`config.mk`:
```
export PLATFORM = sky130hd
export DESIGN_NAME = double_ended_queue
export DESIGN_NICKNAME = d
export VERILOG_FILES = /design/src/sv/deq_pkg.sv /design/src/sv/deq_ram.sv /design/src/sv/deq_ctrl.sv /design/src/sv/deq_dp.sv /design/src/sv/double_ended_queue.sv
export SDC_FILE = /design/constraint.sdc
export NUM_CORES = 1
export LEC_CHECK = 0
export BUFFER_PORTS_ARGS = -buffer_cell sky130_fd_sc_hd__buf_2
export CORE_ASPECT_RATIO = 0.5
export CORE_MARGIN = 2
export CORE_UTILIZATION = 55
export DETAILED_ROUTE_END_ITERATION = 7
export PLACE_DENSITY = 0.69
export SLEW_MARGIN = 10
export SYNTH_ARGS = -nofsm -noshare
export SYNTH_HDL_FRONTEND = slang
export SYNTH_SLANG_ARGS = --single-unit
```
`constraint.sdc`:
```
create_clock -name clk -period 5.6 [get_ports clk]
set_input_delay 0.28 -clock clk [delete_from_list [all_inputs] [get_ports clk]]
set_output_delay 0.28 -clock clk [all_outputs]
set_load 0.05 [all_outputs]
```
`src/sv/deq_pkg.sv`:
```
// ----------------------------------------------------------------------------
// deq_pkg
// shared types, codes and ring helper for the double-ended queue
// ----------------------------------------------------------------------------
package deq_pkg;

  localparam int CAPACITY = 16;
  localparam int IDX_W    = (CAPACITY > 1) ? $clog2(CAPACITY) : 1;
  localparam int CNT_W    = $clog2(CAPACITY + 1);
  localparam int DATA_W   = 32;

  typedef logic [IDX_W-1:0] idx_t;
  typedef logic [CNT_W-1:0] cnt_t;

  typedef enum logic [2:0] {
    CMD_PUSH_FRONT   = 3'd0,
    CMD_PUSH_BACK    = 3'd1,
    CMD_REMOVE_FRONT = 3'd2,
    CMD_REMOVE_BACK  = 3'd3,
    CMD_DUMP         = 3'd4
  } cmd_code_t;

  typedef enum logic [1:0] {
    ST_OK    = 2'd0,
    ST_EMPTY = 2'd1,
    ST_FULL  = 2'd2
  } status_code_t;

  typedef struct packed {
    logic [2:0]               command;
    logic signed [DATA_W-1:0] value;
  } in_beat_t;

  typedef struct packed {
    logic [1:0]               status;
    logic signed [DATA_W-1:0] entry;
    logic                     last;
  } out_beat_t;

  // controller to datapath
  typedef struct packed {
    logic accept;      // input beat taken this cycle
    logic dump_clear;  // restart dump walk at the front
    logic rd_en;       // read slot at front + walk index
    logic emit;        // load read data into output register, advance walk
  } dp_cmd_t;

  // datapath to controller
  typedef struct packed {
    logic empty;
    logic dump_last;
    logic out_free;
  } dp_status_t;

  // (base + off) mod CAPACITY, base < CAPACITY and off <= CAPACITY
  function automatic idx_t ring_add(idx_t base, cnt_t off);
    logic [CNT_W:0] sum;
    sum = (CNT_W+1)'(base) + (CNT_W+1)'(off);
    if (sum >= (CNT_W+1)'(CAPACITY)) begin
      sum = sum - (CNT_W+1)'(CAPACITY);
    end
    return sum[IDX_W-1:0];
  endfunction

endpackage

```
`src/sv/deq_ram.sv`:
```
// ----------------------------------------------------------------------------
// deq_ram
// generic single write, single read ram with registered read data
// ----------------------------------------------------------------------------
module deq_ram #(
  parameter int WIDTH  = 32,
  parameter int DEPTH  = 16,
  parameter int ADDR_W = (DEPTH > 1) ? $clog2(DEPTH) : 1
) (
  input  logic              clk,
  input  logic              wr_en,
  input  logic [ADDR_W-1:0] wr_addr,
  input  logic [WIDTH-1:0]  wr_data,
  input  logic              rd_en,
  input  logic [ADDR_W-1:0] rd_addr,
  output logic [WIDTH-1:0]  rd_data
);

  logic [WIDTH-1:0] mem [DEPTH];

  always_ff @(posedge clk) begin
    if (wr_en) begin
      mem[wr_addr] <= wr_data;
    end
    if (rd_en) begin
      rd_data <= mem[rd_addr];
    end
  end

endmodule

```
`src/sv/deq_ctrl.sv`:
```
// ----------------------------------------------------------------------------
// deq_ctrl
// sequencer: single-beat commands in idle, slot-by-slot walk for a dump
// ----------------------------------------------------------------------------
module deq_ctrl (
  input  logic               clk,
  input  logic               rst,
  input  logic               in_valid,
  output logic               in_ready,
  input  logic [2:0]         command,
  input  deq_pkg::dp_status_t status,
  output deq_pkg::dp_cmd_t    cmd
);
  import deq_pkg::*;

  typedef enum logic [2:0] {
    S_IDLE      = 3'b001,
    S_DUMP_RD   = 3'b010,
    S_DUMP_WAIT = 3'b100
  } state_t;

  state_t state, state_next;
  logic   take;

  assign in_ready = (state == S_IDLE) && status.out_free;
  assign take     = in_valid && in_ready;

  always_comb begin
    state_next     = state;
    cmd            = '0;
    unique case (state)
      S_IDLE: begin
        cmd.accept = take;
        if (take && command == CMD_DUMP && !status.empty) begin
          cmd.dump_clear = 1'b1;
          state_next     = S_DUMP_RD;
        end
      end
      S_DUMP_RD: begin
        cmd.rd_en  = 1'b1;
        state_next = S_DUMP_WAIT;
      end
      S_DUMP_WAIT: begin
        if (status.out_free) begin
          cmd.emit   = 1'b1;
          state_next = status.dump_last ? S_IDLE : S_DUMP_RD;
        end
      end
      default: state_next = S_IDLE;
    endcase
  end

  always_ff @(posedge clk) begin
    if (rst) begin
      state <= S_IDLE;
    end else begin
      state <= state_next;
    end
  end

endmodule

```
`src/sv/deq_dp.sv`:
```
// ----------------------------------------------------------------------------
// deq_dp
// ring indices, slot store and output register
// ----------------------------------------------------------------------------
module deq_dp (
  input  logic                clk,
  input  logic                rst,
  input  deq_pkg::in_beat_t   in_data,
  input  deq_pkg::dp_cmd_t    cmd,
  output deq_pkg::dp_status_t status,
  output logic                out_valid,
  input  logic                out_ready,
  output deq_pkg::out_beat_t  out_data
);
  import deq_pkg::*;

  idx_t front, front_next;
  cnt_t count, count_next;
  idx_t walk;

  logic              full;
  logic              empty;
  logic              wr_en;
  idx_t              wr_addr;
  idx_t              rd_addr;
  logic [DATA_W-1:0] rd_data;
  logic              load;
  out_beat_t         result;

  assign full  = (count == cnt_t'(CAPACITY));
  assign empty = (count == '0);

  assign status.empty     = empty;
  assign status.dump_last = ((CNT_W'(walk) + cnt_t'(1)) == count);
  assign status.out_free  = !out_valid || out_ready;

  assign rd_addr = ring_add(front, CNT_W'(walk));

  // single-beat commands and dump walk output loads
  always_comb begin
    front_next = front;
    count_next = count;
    wr_en      = 1'b0;
    wr_addr    = ring_add(front, count);
    load       = 1'b0;
    result     = '{status: ST_OK, entry: '0, last: 1'b1};
    if (cmd.accept) begin
      unique case (in_data.command)
        CMD_PUSH_FRONT: begin
          load = 1'b1;
          if (full) begin
            result.status = ST_FULL;
          end else begin
            front_next = (front == '0) ? idx_t'(CAPACITY - 1) : front - idx_t'(1);
            wr_addr    = front_next;
            wr_en      = 1'b1;
            count_next = count + cnt_t'(1);
          end
        end
        CMD_PUSH_BACK: begin
          load = 1'b1;
          if (full) begin
            result.status = ST_FULL;
          end else begin
            wr_en      = 1'b1;
            count_next = count + cnt_t'(1);
          end
        end
        CMD_REMOVE_FRONT: begin
          load = 1'b1;
          if (empty) begin
            result.status = ST_EMPTY;
          end else begin
            front_next = (front == idx_t'(CAPACITY - 1)) ? '0 : front + idx_t'(1);
            count_next = count - cnt_t'(1);
          end
        end
        CMD_REMOVE_BACK: begin
          load = 1'b1;
          if (empty) begin
            result.status = ST_EMPTY;
          end else begin
            count_next = count - cnt_t'(1);
          end
        end
        CMD_DUMP: begin
          // a non-empty dump is walked by the controller
          load          = empty;
          result.status = ST_EMPTY;
        end
        default: load = 1'b0;
      endcase
    end else if (cmd.emit) begin
      load         = 1'b1;
      result.entry = rd_data;
      result.last  = status.dump_last;
    end
  end

  deq_ram #(
    .WIDTH (DATA_W),
    .DEPTH (CAPACITY)
  ) u_slots (
    .clk     (clk),
    .wr_en   (wr_en),
    .wr_addr (wr_addr),
    .wr_data (in_data.value),
    .rd_en   (cmd.rd_en),
    .rd_addr (rd_addr),
    .rd_data (rd_data)
  );

  always_ff @(posedge clk) begin
    if (rst) begin
      front     <= '0;
      count     <= '0;
      walk      <= '0;
      out_valid <= 1'b0;
    end else begin
      front <= front_next;
      count <= count_next;
      if (cmd.dump_clear) begin
        walk <= '0;
      end else if (cmd.emit) begin
        walk <= walk + idx_t'(1);
      end
      if (load) begin
        out_valid <= 1'b1;
      end else if (out_ready) begin
        out_valid <= 1'b0;
      end
    end
  end

  always_ff @(posedge clk) begin
    if (load) begin
      out_data <= result;
    end
  end

endmodule

```
`src/sv/double_ended_queue.sv`:
```
// ----------------------------------------------------------------------------
// double_ended_queue
// bounded deque of signed 32-bit entries in a ring store
// ----------------------------------------------------------------------------
// usage
//   in channel  (in_valid/in_ready/in_data): one beat per command, push front,
//     push back, remove front, remove back or dump; value only used by pushes
//   out channel (out_valid/out_ready/out_data): status, entry and last
//   push and remove give one result beat, registered in the cycle after the
//     input beat; a new command can be taken every cycle while out_ready holds
//   a dump of n entries gives n beats front to back, each a slot read then an
//     output load on the single ram read port, the load waiting for a free output
//     register, last set on the final one; an empty dump gives one empty-status beat
//   no input is taken during a dump walk
//   unknown command codes are consumed and give no result
//   reset clears front index, count and the output valid flag; the slot ram
//     needs no clearing pass, only written slots are ever read
//   when out_ready is low the result waits in the output register and
//     in_ready drops until it is taken
// ----------------------------------------------------------------------------
module double_ended_queue (
  input  logic               clk,
  input  logic               rst,
  input  logic               in_valid,
  output logic               in_ready,
  input  deq_pkg::in_beat_t  in_data,
  output logic               out_valid,
  input  logic               out_ready,
  output deq_pkg::out_beat_t out_data
);
  import deq_pkg::*;

  dp_cmd_t    cmd;
  dp_status_t status;

  // controller: idle command decode and dump sequencing
  deq_ctrl u_ctrl (
    .clk      (clk),
    .rst      (rst),
    .in_valid (in_valid),
    .in_ready (in_ready),
    .command  (in_data.command),
    .status   (status),
    .cmd      (cmd)
  );

  // datapath: indices, slot ram, output register
  deq_dp u_dp (
    .clk       (clk),
    .rst       (rst),
    .in_data   (in_data),
    .cmd       (cmd),
    .status    (status),
    .out_valid (out_valid),
    .out_ready (out_ready),
    .out_data  (out_data)
  );

endmodule

```
==> impl_metrics.ini <==
[timing]
max_slew_margin_pct = 21.40
slew_violations = 0
rsz0062_at_grt = false
hold_viol = 0
clock.fmax_mhz = 260.7
tightest_slew_ns = 1.171
fin_crit_sh_pct = 68.49
finalClockSkew_ns = 0.01808
period_minus_slack_ns = 3.835
setup_violations = 0
fin_setup_tns_ns = 0

[job]
cap_viol_max_count = 0

[power]
p_per_area_nw_per_um2 = 343.6
power.leakage_uw = 0.008445
ir_worst_vdd_mv = 0.2515

[critical_path]
arrival_ns = 4.05
cp.required_ns = 5.81
worstPathMaxFanout = 26
worstSetupEndpointType = register
crit_path_start_kind = register
path_class = register to register

[global_route]
grt_pass1_wl_mm = 73.13
antenna_found_initial = 2
grt.overflow.total = 0
grt_pass1_vias = 11570
grtUsageTotal_pct = 22.67
grt_max_degree = 79

[synthesis]
yosysWarnings = 0
netlist.area_leader.share_pct = 74.40
synthDistinctLibCells = 53
synth_edf_count = 579
synthesis.nets = 1228
ys_ff_latch = 596
syn_area_um2 = 23370
synth_area_leader_cell = edfxtp_1
synthTopCellsByArea = edfxtp_1 74%, mux4_2 12%, and2_1 1.7%
synthArstFlopShare_pct = 0
yosys-top-cells-count = 579 x edfxtp_1, 128 x mux4_2, 74 x nand2_1
ys.flop_type = edfxtp_1
seq_area_frac_synth_pct = 75.85
postSynthCellCount = 1174
yosysMostFrequentCell = edfxtp_1
synth_area_per_cell_um2 = 19.91

[run_status]
status = finished clean

[cts]
cts_max_path_buffers = 3
cts-root-buf = clkbuf_16
postCtsSetupRepairBufs = 0
post_cts_resized = 0
clkTransAtPathRegs_ns = 0.07
cts-buffers-inserted = 51
htree_levels = 2
hold_buffers = 0
clk_latency_ns = 0.59
clock-sinks = 596
cts_tree = built

[drt]
dr_wl_met2_mm = 23.17
highest-signal-layer = met4
drtIter0Drc = 1196
drt_wl_total_mm = 48.38
route.detailed.drc = 0
firstDrtPassIters = 5
wl_met1_mm = 20.92
via_per_inst = 6.079
routedWlPerCell_um = 25.59
met3WireLength_mm = 3.725
ant_nets = 0
dr_total_vias = 11500

[cells_and_area]
final_nets = 1324
drive_above_1_share_pct = 25.89
layout.cells.non_filler = 1891
syn2layout_area_growth_pct = 13.40
fillers = 2799
multiInputGateArea_um2 = 5644
regArea_um2 = 17730

[placement]
numPortBuffers = 75
place_hpwl_mm = 25.76
routabilityCongestion = 0.8028
dp_cells = 1794

[floorplan]
dieArea_um2 = 44260
die_y_um = 149.8
core_um2 = 41980
io-pin-count = 76
fp.dieW_um = 295.5
num_rows = 53
start_util_pct = 55.67

[min_path]
hold_path.class = primary input to register
cell usage in the layout (no fill, tap or decap), types with 6 or more instances in the layout:
| cell | Yosys | routed |
|---|---|---|
| buf_2 | 15 | 75 |
| nor2_1 | 22 | 22 |
| and2_1 | 63 | 63 |
| o32ai_4 | 0 | 8 |
| a211oi_1 | 34 | 34 |
| a31oi_1 | 33 | 33 |
| clkinv_1 | 0 | 14 |
| mux4_2 | 128 | 128 |
| xor2_1 | 10 | 9 |
| mux2i_1 | 7 | 7 |
| edfxtp_1 | 579 | 579 |
| buf_4 | 5 | 26 |
| clkbuf_16 | 0 | 53 |
| a21oi_1 | 22 | 14 |
| bufinv_16 | 0 | 8 |
| clkinv_2 | 0 | 10 |
| o21ai_0 | 6 | 6 |
| or3_1 | 10 | 10 |
| inv_1 | 8 | 7 |
| nand3_1 | 10 | 10 |
| xnor2_1 | 15 | 14 |
| clkbuf_1 | 34 | 6 |
| a21oi_4 | 0 | 8 |
| nand2_1 | 74 | 74 |
| dfxtp_1 | 17 | 17 |
| nand2b_1 | 7 | 7 |
| ha_1 | 12 | 11 |
path summary, 6_finish.rpt:
kind                                          startpoint                      end  slack [ns]  cells after the start
worst max register to register           u_ctrl.state[0]  u_dp.u_slots.mem[5][11]        1.76                      6
worst max-delay path                     u_ctrl.state[0]  u_dp.u_slots.mem[5][11]        1.76                      6
worst min register to register  u_dp.u_slots.rd_data[25]        u_dp.out_data[26]        0.52                      1
worst min-delay path                                 rst            u_dp.front[1]        0.05                      2
power by group:
group | switching (µW) | total, µW | internal [µW] | leakage, µW
Combinational | 319 | 490 | 172 | 0.00222
Sequential | 17.0 | 4950 | 4930 | 0.00537
Clock | 1560 | 3670 | 2100 | 0.000853
Total | 1900 | 9100 | 7200 | 0.00845
cell type report:
class	count	share of cell area, %
Sequential cell	596	66.89
Inverter	8	0.1133
Timing Repair Buffer	104	2.380
Tap cell	577	2.724
Multi-Input combinational cell	509	21.30
Clock buffer	59	5.090
Clock inverter	37	1.492
Antenna cell	1	0.009443
kinds of logic after synthesis:
group | count (synthesis) | share of synthesized area, %
AOI/OAI and AO/OA | 118 | 3.400
and+or+nand+nor | 214 | 4.856
muxes | 136 | 12.68
xor gates and xnor gates | 26 | 1.007
adders and majority gates | 15 | 0.8994
DFF | 596 | 75.85
buffers and inverters | 69 | 1.301
through the flow:
stage	util, %	hold slack (ns)	setup WS, ns	power, µW	area (µm²)
final	63.13	0.04881	1.765	9105	26500
after floorplan	-	0.3528	1.186	5362	23370
after global placement	58.97	0.5020	1.957	5522	24750
after CTS	63.13	0.02137	1.778	9165	26500
after detailed placement	58.97	0.5033	1.864	5536	24750
after global routing	63.13	0.03834	1.509	9383	26500
routing by layer:
metal  global-route usage (%)  up-vias
met5                        0        -
met4                    4.162        0
met3                    4.055       47
met2                    35.72      422
met1                    34.11     6047
li1                         -     4979
registers in the layout, summed over array words and instances (netlist names):
| signal | cells |
|---|---|
| u_dp.front | 4 |
| u_dp.u_slots.rd_data | 32 |
| u_dp.count | 5 |
| u_dp.out_data | 35 |
| u_dp.u_slots.mem | 512 |
| u_dp.out_valid | 1 |
| u_ctrl.state | 3 |
| u_dp.walk | 4 |
worst max-delay path: stages (launching register included):
cell and delay (ns):
dfxtp_1 0.44, nor3b_4 0.32, nand3_4 0.15, nor3_2 0.76, nand2_1 0.70, o32ai_4 0.50, buf_4 0.57
Power figures use the tool's default switching activity.
